### config.mk
export PLATFORM = sky130hd
export DESIGN_NAME = newton_sqrt_and_pow075_core
export DESIGN_NICKNAME = d
export VERILOG_FILES = /design/src/design/nsp_pkg.sv /design/src/design/nsp_divider.sv /design/src/design/nsp_multiplier.sv /design/src/design/newton_sqrt_and_pow075_core.sv
export SDC_FILE = /design/constraint.sdc
export NUM_CORES = 2
export LEC_CHECK = 0
export ABC_AREA = 1
export BUFFER_PORTS_ARGS = -buffer_cell sky130_fd_sc_hd__buf_2
export CORE_AREA = 4 4 353 321
export DETAILED_ROUTE_END_ITERATION = 8
export DIE_AREA = 0 0 357 325
export GPL_ROUTABILITY_DRIVEN = 0
export PLACE_DENSITY = 0.47
export SYNTH_ARGS = -nofsm -noshare
export SYNTH_HDL_FRONTEND = slang
export SYNTH_SLANG_ARGS = --single-unit
### constraint.sdc
create_clock -name i_clk -period 17.05 [get_ports i_clk]
set_input_delay 0 -clock i_clk [delete_from_list [all_inputs] [get_ports i_clk]]
set_output_delay 0 -clock i_clk [all_outputs]
set_load 0.1 [all_outputs]
### src/design/nsp_pkg.sv
// Package for the fixed-point square root and x^0.75 core.
// Holds widths, the sequencer state type and shared constants; no dependencies.
`timescale 1ns / 1ps
package nsp_pkg;
    localparam int FRAC_BITS    = 16;
    localparam int NEWTON_STEPS = 4;
    localparam int MANT_FRAC    = 30;
    localparam int DATA_W       = 32;
    localparam int SCALE_LIMIT  = 16;
    localparam int STEP_W       = $clog2(NEWTON_STEPS + 1);

    localparam logic KIND_SQRT = 1'b0;
    localparam logic KIND_POW  = 1'b1;

    typedef enum logic [3:0] {
        S_IDLE,
        S_SCALE,
        S_DIV_START,
        S_DIV_WAIT,
        S_ROOT_DONE,
        S_MUL,
        S_OUT
    } t_state;
endpackage

### src/design/nsp_divider.sv
// Radix-2 restoring divider: one quotient bit per cycle, 64-bit dividend over 32-bit divisor.
// Depends on nsp_pkg. Quotient is truncated to 32 bits; division by zero gives all ones.
`timescale 1ns / 1ps
module nsp_divider (
    input  logic                       i_clk,
    input  logic                       i_rst_n,
    input  logic                       i_start,
    input  logic [2*nsp_pkg::DATA_W-1:0] i_dividend,
    input  logic [nsp_pkg::DATA_W-1:0] i_divisor,
    output logic                       o_done,
    output logic [nsp_pkg::DATA_W-1:0] o_quotient
);
    import nsp_pkg::*;
    localparam int DVD_W = 2 * DATA_W;
    localparam int CNT_W = $clog2(DVD_W + 1);

    logic [DVD_W-1:0] r_dvd, n_dvd;
    logic [DATA_W-1:0] r_rem, n_rem;
    logic [DATA_W-1:0] r_dvs, n_dvs;
    logic [DATA_W-1:0] r_quo, n_quo;
    logic [CNT_W-1:0] r_cnt, n_cnt;
    logic             r_busy, n_busy;
    logic             r_done, n_done;
    logic [DATA_W:0]  trial;
    logic [DATA_W+1:0] diff;

    // Only the low quotient bits are kept; the remainder never reaches the divisor.
    always_comb begin
        n_dvd = r_dvd; n_rem = r_rem; n_dvs = r_dvs; n_quo = r_quo;
        n_cnt = r_cnt; n_busy = r_busy; n_done = 1'b0;
        trial = {r_rem, r_dvd[DVD_W-1]};
        diff  = {1'b0, trial} - {2'b00, r_dvs};
        if (i_start) begin
            n_dvd = i_dividend; n_rem = '0; n_dvs = i_divisor;
            n_quo = '0; n_cnt = CNT_W'(DVD_W); n_busy = 1'b1;
        end else if (r_busy) begin
            n_dvd = {r_dvd[DVD_W-2:0], 1'b0};
            if (!diff[DATA_W+1]) begin
                n_rem = diff[DATA_W-1:0];
                n_quo = {r_quo[DATA_W-2:0], 1'b1};
            end else begin
                n_rem = trial[DATA_W-1:0];
                n_quo = {r_quo[DATA_W-2:0], 1'b0};
            end
            n_cnt = r_cnt - 1'b1;
            if (r_cnt == CNT_W'(1)) begin
                n_busy = 1'b0;
                n_done = 1'b1;
            end
        end
    end

    always_ff @(posedge i_clk) begin
        if (!i_rst_n) begin
            r_busy <= 1'b0;
            r_done <= 1'b0;
            r_cnt  <= '0;
        end else begin
            r_busy <= n_busy;
            r_done <= n_done;
            r_cnt  <= n_cnt;
        end
        r_dvd <= n_dvd; r_rem <= n_rem; r_dvs <= n_dvs; r_quo <= n_quo;
    end

    always_comb begin
        if (r_dvs == '0)
            o_quotient = '1;
        else
            o_quotient = r_quo;
    end
    assign o_done = r_done;

    property p_done_from_busy;
        @(posedge i_clk) disable iff (!i_rst_n) r_done |-> $past(r_busy);
    endproperty
    a_done_from_busy: assert property (p_done_from_busy) else $error("done without busy");

    property p_start_busy;
        @(posedge i_clk) disable iff (!i_rst_n) i_start |=> r_busy;
    endproperty
    a_start_busy: assert property (p_start_busy) else $error("start did not set busy");

    property p_cnt_busy;
        @(posedge i_clk) disable iff (!i_rst_n) r_busy |-> (r_cnt != '0);
    endproperty
    a_cnt_busy: assert property (p_cnt_busy) else $error("busy with zero count");
endmodule

### src/design/nsp_multiplier.sv
// Shift-and-add multiplier, one multiplier bit per cycle, 32 x 32 to 64 bits.
// Depends on nsp_pkg.
`timescale 1ns / 1ps
module nsp_multiplier (
    input  logic                         i_clk,
    input  logic                         i_rst_n,
    input  logic                         i_start,
    input  logic [nsp_pkg::DATA_W-1:0]   i_a,
    input  logic [nsp_pkg::DATA_W-1:0]   i_b,
    output logic                         o_done,
    output logic [2*nsp_pkg::DATA_W-1:0] o_product
);
    import nsp_pkg::*;
    localparam int CNT_W = $clog2(DATA_W + 1);

    logic [2*DATA_W-1:0] r_acc;
    logic [DATA_W-1:0]   r_mcand;
    logic [DATA_W-1:0]   r_mplier;
    logic [CNT_W-1:0]    r_cnt;
    logic                r_busy, r_done;
    logic [DATA_W:0]     upper_sum;

    // Accumulator shifts right; the multiplicand is added into the upper half.
    assign upper_sum = {1'b0, r_acc[2*DATA_W-1:DATA_W]}
                     + (r_mplier[0] ? {1'b0, r_mcand} : '0);

    always_ff @(posedge i_clk) begin
        if (!i_rst_n) begin
            r_busy <= 1'b0;
            r_done <= 1'b0;
            r_cnt  <= '0;
        end else begin
            r_done <= 1'b0;
            if (i_start) begin
                r_busy <= 1'b1;
                r_cnt  <= CNT_W'(DATA_W);
            end else if (r_busy) begin
                r_cnt <= r_cnt - 1'b1;
                if (r_cnt == CNT_W'(1)) begin
                    r_busy <= 1'b0;
                    r_done <= 1'b1;
                end
            end
        end
        if (i_start) begin
            r_acc    <= '0;
            r_mcand  <= i_a;
            r_mplier <= i_b;
        end else if (r_busy) begin
            r_acc    <= {upper_sum, r_acc[DATA_W-1:1]};
            r_mplier <= {1'b0, r_mplier[DATA_W-1:1]};
        end
    end

    assign o_done    = r_done;
    assign o_product = r_acc;

    property p_done_after_busy;
        @(posedge i_clk) disable iff (!i_rst_n) r_done |-> $past(r_busy);
    endproperty
    a_done_after_busy: assert property (p_done_after_busy) else $error("mul done early");

    property p_start_busy;
        @(posedge i_clk) disable iff (!i_rst_n) i_start |=> r_busy;
    endproperty
    a_start_busy: assert property (p_start_busy) else $error("mul start lost");

    property p_cnt_busy;
        @(posedge i_clk) disable iff (!i_rst_n) r_busy |-> (r_cnt != '0);
    endproperty
    a_cnt_busy: assert property (p_cnt_busy) else $error("mul busy with zero count");
endmodule

### src/design/newton_sqrt_and_pow075_core.sv
// Top level of the fixed-point square root and x^0.75 core.
// Depends on nsp_pkg, nsp_divider and nsp_multiplier.
//
// Usage: an input transaction on s_axis carries the operand (signed Q16.16) in
// s_axis_tdata and the kind in s_axis_tuser (0 square root, 1 power 0.75).
// One result transaction on m_axis follows, unsigned Q16.16 in m_axis_tdata.
// Items are handled one at a time. The operand is normalised by a power of
// four one step per cycle, then four Newton steps each use the shared
// bit-serial divider. A square root runs these steps once; power 0.75 runs
// two roots and a serial multiply. Nonpositive operands give zero. The
// result waits in an output register; while the receiver stalls no new item
// is taken. A synchronous active-low reset returns the core to idle and
// drops any pending result.
`timescale 1ns / 1ps
module newton_sqrt_and_pow075_core (
    input  logic        i_clk,
    input  logic        i_rst_n,
    input  logic        s_axis_tvalid,
    output logic        s_axis_tready,
    input  logic [31:0] s_axis_tdata,   // [31:0] operand
    input  logic        s_axis_tuser,   // [0] kind
    output logic        m_axis_tvalid,
    input  logic        m_axis_tready,
    output logic [31:0] m_axis_tdata    // [31:0] value_out
);
    import nsp_pkg::*;
    localparam int SC_W  = $clog2(SCALE_LIMIT + 1);
    localparam int WIDE  = 2 * DATA_W;

    t_state r_state, n_state;
    logic              r_kind;
    logic              r_second, n_second;
    logic [DATA_W-1:0] r_raw, n_raw;
    logic [DATA_W-1:0] r_s, n_s;
    logic [WIDE-1:0]   r_m, n_m;
    logic [WIDE-1:0]   r_y, n_y;
    logic [SC_W-1:0]   r_down, n_down;
    logic [SC_W-1:0]   r_up, n_up;
    logic [STEP_W-1:0] r_step, n_step;
    logic [DATA_W-1:0] r_out, n_out;
    logic              r_ovalid, n_ovalid;

    logic              div_start, div_done, mul_start, mul_done;
    logic [DATA_W-1:0] quotient;
    logic [WIDE-1:0]   product;
    logic [WIDE-1:0]   raw_w, root_w, sum_w;
    logic              in_acc;

    nsp_divider u_div (
        .i_clk      (i_clk),
        .i_rst_n    (i_rst_n),
        .i_start    (div_start),
        .i_dividend (r_m << MANT_FRAC),
        .i_divisor  (r_y[DATA_W-1:0]),
        .o_done     (div_done),
        .o_quotient (quotient)
    );

    nsp_multiplier u_mul (
        .i_clk     (i_clk),
        .i_rst_n   (i_rst_n),
        .i_start   (mul_start),
        .i_a       (r_s),
        .i_b       (r_out),
        .o_done    (mul_done),
        .o_product (product)
    );

    assign s_axis_tready = (r_state == S_IDLE) && !r_ovalid;
    assign in_acc        = s_axis_tvalid && s_axis_tready;
    assign m_axis_tvalid = r_ovalid;
    assign m_axis_tdata  = r_out;
    assign raw_w         = {{DATA_W{1'b0}}, r_raw};
    assign sum_w         = r_y + {{DATA_W{1'b0}}, quotient};

    // Final rescale of the iterate by 2^(FRAC_BITS + down - up - MANT_FRAC).
    always_comb begin
        if (FRAC_BITS + int'(r_down) - int'(r_up) >= MANT_FRAC)
            root_w = r_y << (FRAC_BITS + int'(r_down) - int'(r_up) - MANT_FRAC);
        else
            root_w = r_y >> (MANT_FRAC - FRAC_BITS - int'(r_down) + int'(r_up));
    end

    always_comb begin
        n_state = r_state; n_second = r_second; n_raw = r_raw; n_s = r_s;
        n_m = r_m; n_y = r_y; n_down = r_down; n_up = r_up; n_step = r_step;
        n_out = r_out; n_ovalid = r_ovalid;
        div_start = 1'b0; mul_start = 1'b0;
        if (r_ovalid && m_axis_tready)
            n_ovalid = 1'b0;
        unique case (r_state)
            S_IDLE: begin
                if (in_acc) begin
                    n_raw = s_axis_tdata; n_second = 1'b0;
                    n_down = '0; n_up = '0;
                    if (s_axis_tdata[DATA_W-1] || s_axis_tdata == '0) begin
                        n_out = '0; n_ovalid = 1'b1;
                    end else begin
                        n_state = S_SCALE;
                    end
                end
            end
            S_SCALE: begin
                // One power-of-four step per cycle, up or down.
                if (raw_w > (WIDE'(1) << (FRAC_BITS + 1 + 2 * int'(r_down)))
                        && r_down < SC_W'(SCALE_LIMIT)) begin
                    n_down = r_down + 1'b1;
                end else if (r_down == '0 && r_up < SC_W'(SCALE_LIMIT)
                        && (raw_w << (2 * int'(r_up))) < (WIDE'(1) << (FRAC_BITS - 1))) begin
                    n_up = r_up + 1'b1;
                end else begin
                    if (MANT_FRAC - FRAC_BITS - 2 * int'(r_down) + 2 * int'(r_up) >= 0)
                        n_m = raw_w << (MANT_FRAC - FRAC_BITS - 2 * int'(r_down)
                                        + 2 * int'(r_up));
                    else
                        n_m = raw_w >> (FRAC_BITS - MANT_FRAC + 2 * int'(r_down)
                                        - 2 * int'(r_up));
                    n_y    = ((WIDE'(1) << MANT_FRAC) + n_m) >> 1;
                    n_step = '0;
                    n_state = S_DIV_START;
                end
            end
            S_DIV_START: begin
                div_start = 1'b1;
                n_state   = S_DIV_WAIT;
            end
            S_DIV_WAIT: begin
                if (div_done) begin
                    n_y    = sum_w >> 1;
                    n_step = r_step + 1'b1;
                    if (r_step == STEP_W'(NEWTON_STEPS - 1))
                        n_state = S_ROOT_DONE;
                    else
                        n_state = S_DIV_START;
                end
            end
            S_ROOT_DONE: begin
                if (r_kind == KIND_SQRT) begin
                    n_out = root_w[DATA_W-1:0]; n_ovalid = 1'b1; n_state = S_IDLE;
                end else if (!r_second) begin
                    n_s = root_w[DATA_W-1:0];
                    n_raw = root_w[DATA_W-1:0];
                    n_second = 1'b1; n_down = '0; n_up = '0;
                    if (root_w[DATA_W-1:0] == '0) begin
                        n_out = '0; n_ovalid = 1'b1; n_state = S_IDLE;
                    end else begin
                        n_state = S_SCALE;
                    end
                end else begin
                    n_out = root_w[DATA_W-1:0];
                    n_state = S_MUL;
                end
            end
            S_MUL: begin
                mul_start = 1'b1;
                n_state   = S_OUT;
            end
            S_OUT: begin
                if (mul_done) begin
                    n_out = product[FRAC_BITS +: DATA_W];
                    n_ovalid = 1'b1; n_state = S_IDLE;
                end
            end
            default: n_state = S_IDLE;
        endcase
    end

    always_ff @(posedge i_clk) begin
        if (!i_rst_n) begin
            r_state  <= S_IDLE;
            r_ovalid <= 1'b0;
            r_second <= 1'b0;
        end else begin
            r_state  <= n_state;
            r_ovalid <= n_ovalid;
            r_second <= n_second;
        end
        if (in_acc)
            r_kind <= s_axis_tuser;
        r_raw <= n_raw; r_s <= n_s; r_m <= n_m; r_y <= n_y;
        r_down <= n_down; r_up <= n_up; r_step <= n_step; r_out <= n_out;
    end

    property p_out_hold;
        @(posedge i_clk) disable iff (!i_rst_n)
            (r_ovalid && !m_axis_tready) |=> (r_ovalid && $stable(r_out));
    endproperty
    a_out_hold: assert property (p_out_hold) else $error("result changed under stall");

    property p_no_accept_busy;
        @(posedge i_clk) disable iff (!i_rst_n)
            (r_state != S_IDLE) |-> !s_axis_tready;
    endproperty
    a_no_accept_busy: assert property (p_no_accept_busy) else $error("ready while busy");

    property p_sqrt_single;
        @(posedge i_clk) disable iff (!i_rst_n)
            (r_state == S_MUL) |-> (r_kind == KIND_POW && r_second);
    endproperty
    a_sqrt_single: assert property (p_sqrt_single) else $error("multiply in sqrt mode");
endmodule

=== After elaboration in Yosys (flattened, before gate mapping) ===
Cells that the tools add are included.

* Input bits: 37
* Register bits: 489
* Output and inout bits: 34

* Eq/ne operators: 21
* Multiplexer cells: 76
* Add/subtract/negate cells: 19
* Reductions and logical operators: 32
* Bitwise logic cells: 6
* Shift-type cells: 6
* $lt $le $gt $ge: 6

{| class="wikitable"
|+ Operators by type and width
! cell !! number
|-
| $mux W64 || 9
|-
| $mux W32 || 15
|-
| $pmux W64 S2 || 1
|-
| $logic_not A32 Y1 || 3
|-
| $pmux W32 S3 || 1
|-
| $add A31 B64 Y64 const A || 1
|-
| $add A64 B32 Y64 || 1
|-
| $gt A32 B64 Y1 || 1
|-
| $lt A64 B16 Y1 const B || 1
|-
| $pmux W32 S2 || 1
|-
| $shl A1 B7 Y64 const A || 1
|-
| $shl A32 B32 Y64 || 1
|-
| $shl A32 B6 Y64 || 1
|-
| $shl A64 B32 Y32 || 1
|-
| $shr A32 B32 Y64 || 1
|-
| $shr A64 B32 Y32 || 1
|-
| $sub A33 B32 Y34 || 1
|-
| $add A32 B33 Y33 || 1
|-
| $ge A32 B1 Y1 const B || 1
|-
| $mux W4 || 8
|-
| $mux W5 || 6
|-
| $pmux W5 S3 || 2
|-
| $pmux W4 S7 || 1
|-
| $mux W1 || 21
|-
| 45 further kinds || 85
|}

=== Longest topological paths before layout ===
* Depth after elaboration: 11
* Mapped depth: 33
* Gate-level depth less buffers: 32

=== Cells and area by module ===
A second synthesis with hierarchy kept.

* Cells, all modules: 6443
* Area, all modules: 42349.4 µm²

{| class="wikitable"
|+ By module, submodules not included
! module !! area each (µm²) !! instances !! cells each
|-
| newton_sqrt_and_pow075_core || 25524.5 || 1 || 4119
|-
| nsp_divider || 9381.5 || 1 || 1295
|-
| nsp_multiplier || 7443.4 || 1 || 1029
|}

=== Worst setup path after synthesis ===
Ideal clock, no wire load.

* Path type: reg-to-reg
* From: register r_down[3]
* To: register r_step[0], enable pin
* Slack: 10.456 ns
* Cell stages (with the launch flop): 16
* Buffers on the path: 0
* Data arrival time: 6.082 ns
* Path through: edfxtp_1 > inv_1 > ha_1 > nor3_1 > nand2_1 > ha_1 > a211o_1 > a21oi_1 > a21oi_1 > o311ai_0 > nand3_1 > nand2_1 > nor2_1 > inv_1 > nand2_1 > a21oi_1

* Cells in the longest elaborated chain, start to end: 6
* Elaborated cells between the ends (all ways): 11

{| class="wikitable"
|+ RTL lines
! what !! RTL line !! RTL
|-
| start, declared || newton_sqrt_and_pow075_core.sv:37 || <nowiki>logic [SC_W-1:0] r_down, n_down;</nowiki>
|-
| start signal, assigned || newton_sqrt_and_pow075_core.sv:181 || <nowiki>r_down <= n_down; r_up <= n_up; r_step <= n_step; r_out <= n_out;</nowiki>
|-
| $add A5 B6 Y7 || newton_sqrt_and_pow075_core.sv:105 || <nowiki>if (raw_w > (WIDE'(1) << (FRAC_BITS + 1 + 2 * int'(r_down)))</nowiki>
|-
| $shl A1 B7 Y64 || newton_sqrt_and_pow075_core.sv:105 ||
|-
| $gt A32 B64 Y1 || newton_sqrt_and_pow075_core.sv:105 ||
|-
| $logic_and A1 B1 Y1 || newton_sqrt_and_pow075_core.sv:106 || <nowiki>&& r_down < SC_W'(SCALE_LIMIT)) begin</nowiki>
|-
| $ne A2 B2 Y1 (no source line) || - ||
|-
| $reduce_and A4 Y1 (no source line) * || - ||
|-
| end signal, assigned || newton_sqrt_and_pow075_core.sv:181 ||
|-
| end, declared || newton_sqrt_and_pow075_core.sv:39 || <nowiki>logic [STEP_W-1:0] r_step, n_step;</nowiki>
|}

Mark *: on every way between the ends. The rest lies on a longest branch, timed or not.
A chain may end at the register's enable or synchronous reset.

=== Final worst setup path ===
* From: register r_up[2]
* To: register r_ovalid (netlist: m_axis_tvalid)

* Cells in the longest elaborated chain, start to end: 9
* Elaborated cells between the ends (all ways): 12

{| class="wikitable"
|+ RTL lines
! what !! RTL line !! RTL
|-
| start, declared || newton_sqrt_and_pow075_core.sv:38 || <nowiki>logic [SC_W-1:0] r_up, n_up;</nowiki>
|-
| start signal, assigned || newton_sqrt_and_pow075_core.sv:181 ||
|-
| $sub A6 B5 Y7 || newton_sqrt_and_pow075_core.sv:78, newton_sqrt_and_pow075_core.sv:79 ||
|-
| $sub A7 B6 Y8 || newton_sqrt_and_pow075_core.sv:79 || <nowiki>root_w = r_y << (FRAC_BITS + int'(r_down) - int'(r_up) - MANT_FRAC);</nowiki>
|-
| $shl A64 B32 Y32 || newton_sqrt_and_pow075_core.sv:79 ||
|-
| $mux W32 * || newton_sqrt_and_pow075_core.sv:78 || <nowiki>if (FRAC_BITS + int'(r_down) - int'(r_up) >= MANT_FRAC)</nowiki>
|-
| $logic_not A32 Y1 * || newton_sqrt_and_pow075_core.sv:144 || <nowiki>if (root_w[DATA_W-1:0] == '0) begin</nowiki>
|-
| $mux W1 * || newton_sqrt_and_pow075_core.sv:144 ||
|-
| $mux W1 * || newton_sqrt_and_pow075_core.sv:140 || <nowiki>end else if (!r_second) begin</nowiki>
|-
| $mux W1 * || newton_sqrt_and_pow075_core.sv:138 || <nowiki>if (r_kind == KIND_SQRT) begin</nowiki>
|-
| $pmux W1 S3 * || newton_sqrt_and_pow075_core.sv:91 || <nowiki>unique case (r_state)</nowiki>
|-
| end signal, assigned || newton_sqrt_and_pow075_core.sv:175 || <nowiki>r_ovalid <= n_ovalid;</nowiki>
|-
| end, declared || newton_sqrt_and_pow075_core.sv:41 || <nowiki>logic r_ovalid, n_ovalid;</nowiki>
|}

Marks and branches as above.

==> flow_metrics.tcl <==
set metrics [dict create \
    die_area_um2 116000 \
    met2_usage 0.358 \
    post_synth.cell_area_avg_um2 6.82 \
    rows 116 \
    synth_cells 5588 \
    worstSetupPathType "flip-flop to flip-flop" \
    htree_levels 2 \
    clkSinkCount 471 \
    clkSlewWorstSetupHoldPaths_ns 0.07 \
    grt_start_max_net_pins 83 \
    cts_resized 0 \
    synthFlopType "edfxtp_1" \
    period_needed_ns 7.20 \
    layout_setup_ws_ns 9.85 \
    relSlewSlack 0.176 \
    wl_mm 153 \
    grt_pass1_wl_mm 227 \
    num-fill-cells 12000 \
    slowest_stage "nor2_2" \
    ys_warn_count 0 \
    status "finished, final reports clean" \
    cts-root-buf "clkbuf_16" \
    setup_viol 0 \
    dp_hpwl_mm 115 \
    critical_path.top_delay_family "simple AND/OR/NAND/NOR gates" \
    cap_viol_max_count 0 \
    numCtsBuffers 57 \
    cpPeakStageDelay_ns 0.87 \
    path_buf_inv 5 \
    grt.total_usage 0.254 \
    gr-usage-met1 0.401 \
    layout_commonest_cell "nand2_1" \
    crit_path_start "r_up[2]$_SDFFCE_PN0P_" \
    hp-start "s_axis_tuser" \
    grtUsageMet3 0.0419 \
    synth_edf_count 337 \
    ios 71 \
    post-route-drc-count 0 \
    syn_area_um2 38100 \
    rsz0062_at_grt "no" \
    wl_per_cell_um 21.7 \
    antenna_found_initial 15 \
    min_path_type "input pin to flip-flop" \
    port_buffers 70 \
    ys_ff_latch 471 \
    end_kind "flip-flop" \
    syn-num-nets 5783 \
    tns_ns 0 \
    final_cell_mix "1,480 x nand2_1, 857 x nand3_1, 495 x inv_1" \
    r2r-start "r_up[2]$_SDFFCE_PN0P_" \
    synth_seq_area_share 0.336 \
    path_max_fanout 42 \
    start_util 0.346 \
    fin_worst_skew_ns 0.0477 \
    yosysUniqueCellTypes 75 \
    core_um2 110000 \
    worst_setup_path_start_kind "flip-flop" \
    first_pass_iters 6 \
    slew_violations 0 \
    required_ns 17.59 \
    async_reset_ff_frac 0 \
    hold_viol 0 \
    ant_nets 0 \
    cts_tree "done" \
    vias 39100 \
    critPathArrivalTime_ns 7.74 \
    final_net_count 5715 \
    routed_via_density 5.55 \
    drive_gt1_frac 0.0697 \
    areaGrowthSynthToFinish_pct 10.0 \
    overflow 0 \
    die_y_um 325 \
    clk-insertion-delay-late_ns 0.67 \
    worst_pin_slew_ns 1.22 \
    clock_path_buffers 3 \
    finalCritPeriodShare 0.422 \
    preCtsSetupSlack_ns 10.46 \
    grt_busiest_layer "met1" \
    first_global_vias 34800 \
    die_w_um 357 \
    max_clock_freq_mhz 139 \
    drt_iter0_drc 5101 \
]
## cell usage after synthesis, types with 5 or more instances
master / count / area, um^2
nand2_1: 1482 / 5560
nand3_1: 857 / 4290
inv_1: 497 / 1870
o21ai_0: 419 / 2100
nor2_1: 360 / 1350
edfxtp_1: 337 / 10100
a21oi_1: 260 / 1300
clkbuf_1: 181 / 679
ha_1: 151 / 1890
dfxtp_1: 134 / 2680
o21ai_1: 90 / 450
nand4_1: 82 / 513
xor2_1: 73 / 639
or2_2: 60 / 375
nor3_1: 55 / 275
a22oi_1: 49 / 368
a31oi_1: 48 / 300
buf_1: 47 / 176
buf_2: 42 / 210
xnor2_1: 35 / 307
inv_2: 28 / 105
o22ai_1: 26 / 163
o21bai_1: 24 / 180
nor4_1: 22 / 138
mux2i_1: 19 / 190
o211ai_1: 17 / 128
nor2_2: 15 / 93.8
a21boi_0: 13 / 97.6
clkinv_1: 12 / 45.0
o21a_1: 12 / 90.1
buf_6: 10 / 113
buf_4: 8 / 60.1
o21ai_2: 8 / 70.1
o31ai_1: 8 / 60.1
a21o_1: 7 / 52.6
a221oi_1: 7 / 61.3
fa_1: 7 / 140
or2_1: 7 / 43.8
a221o_1: 6 / 60.1
nand2_2: 6 / 37.5
o221ai_1: 6 / 52.6
nand3b_1: 5 / 37.5
nor2_4: 5 / 56.3
## state kept, by name (all words and copies together) (netlist names), 34 cells and up
signal           cells
u_mul.o_product     48
r_y                 63
r_m                 34
u_div.r_dvd         34
## path summary, 6_finish.rpt
path | to | slack, ns | depth (start not counted)
setup / recovery | m_axis_tvalid$_SDFF_PN0_ | 9.85 | 25
setup reg to reg | m_axis_tvalid$_SDFF_PN0_ | 9.85 | 25
hold / removal | r_kind$_DFFE_PP_ | 0.1 | 2
hold reg to reg | u_mul.r_mcand[11]$_DFFE_PP_ | 0.41 | 0
## what timing repair did
action	CTS	global route
hold buffers	37	0
setup buffers	0	0
hold endpoints to repair	50	0
## metrics by stage
step	hold slack, ns	cells	utilization	cell area [um^2]
floorplan	0.0976	5588	-	38100
global placement	0.223	6899	0.360	39600
detailed placement	0.233	6899	0.360	39600
CTS	0.0468	7043	0.381	41900
global route	0.105	7043	0.381	41900
finish	0.0978	7045	0.381	41900
## layer usage
layer  vias up  routed length [um]
li1      18900                   -
met1     18400               73500
met2      1600               61900
met3       220               13500
met4         2                3550
met5         -                  13
## kinds of logic (layout without fill, tap and decap cells)
group                      count (synthesis)  after routing  synth area share
other                                      0              2                 0
xor gates and xnor gates                 111            111            0.0264
buffers and inverters                    827            807            0.0857
DFF                                      471            471             0.336
AOI/OAI and AO/OA                       1032           1032             0.154
adders and majority gates                158            158            0.0533
and+or+nand+nor                         2970           2970             0.340
muxes                                     19             19           0.00499
## area by class of cell
class / count / area, um^2 / share of cell area
multi-input cells: 4290 / 22200 / 0.529
flip-flops and latches: 471 / 12800 / 0.305
inverters: 539 / 2030 / 0.0484
well taps: 1475 / 1850 / 0.0440
clock buffers: 74 / 1580 / 0.0378
repair buffers: 161 / 1130 / 0.0269
clock inverters: 33 / 353 / 0.00842
diodes: 2 / 5.00 / 0.000119
Power is not shown: default switching activity piles up to over one toggle a cycle in this logic, so the estimate is an artifact.
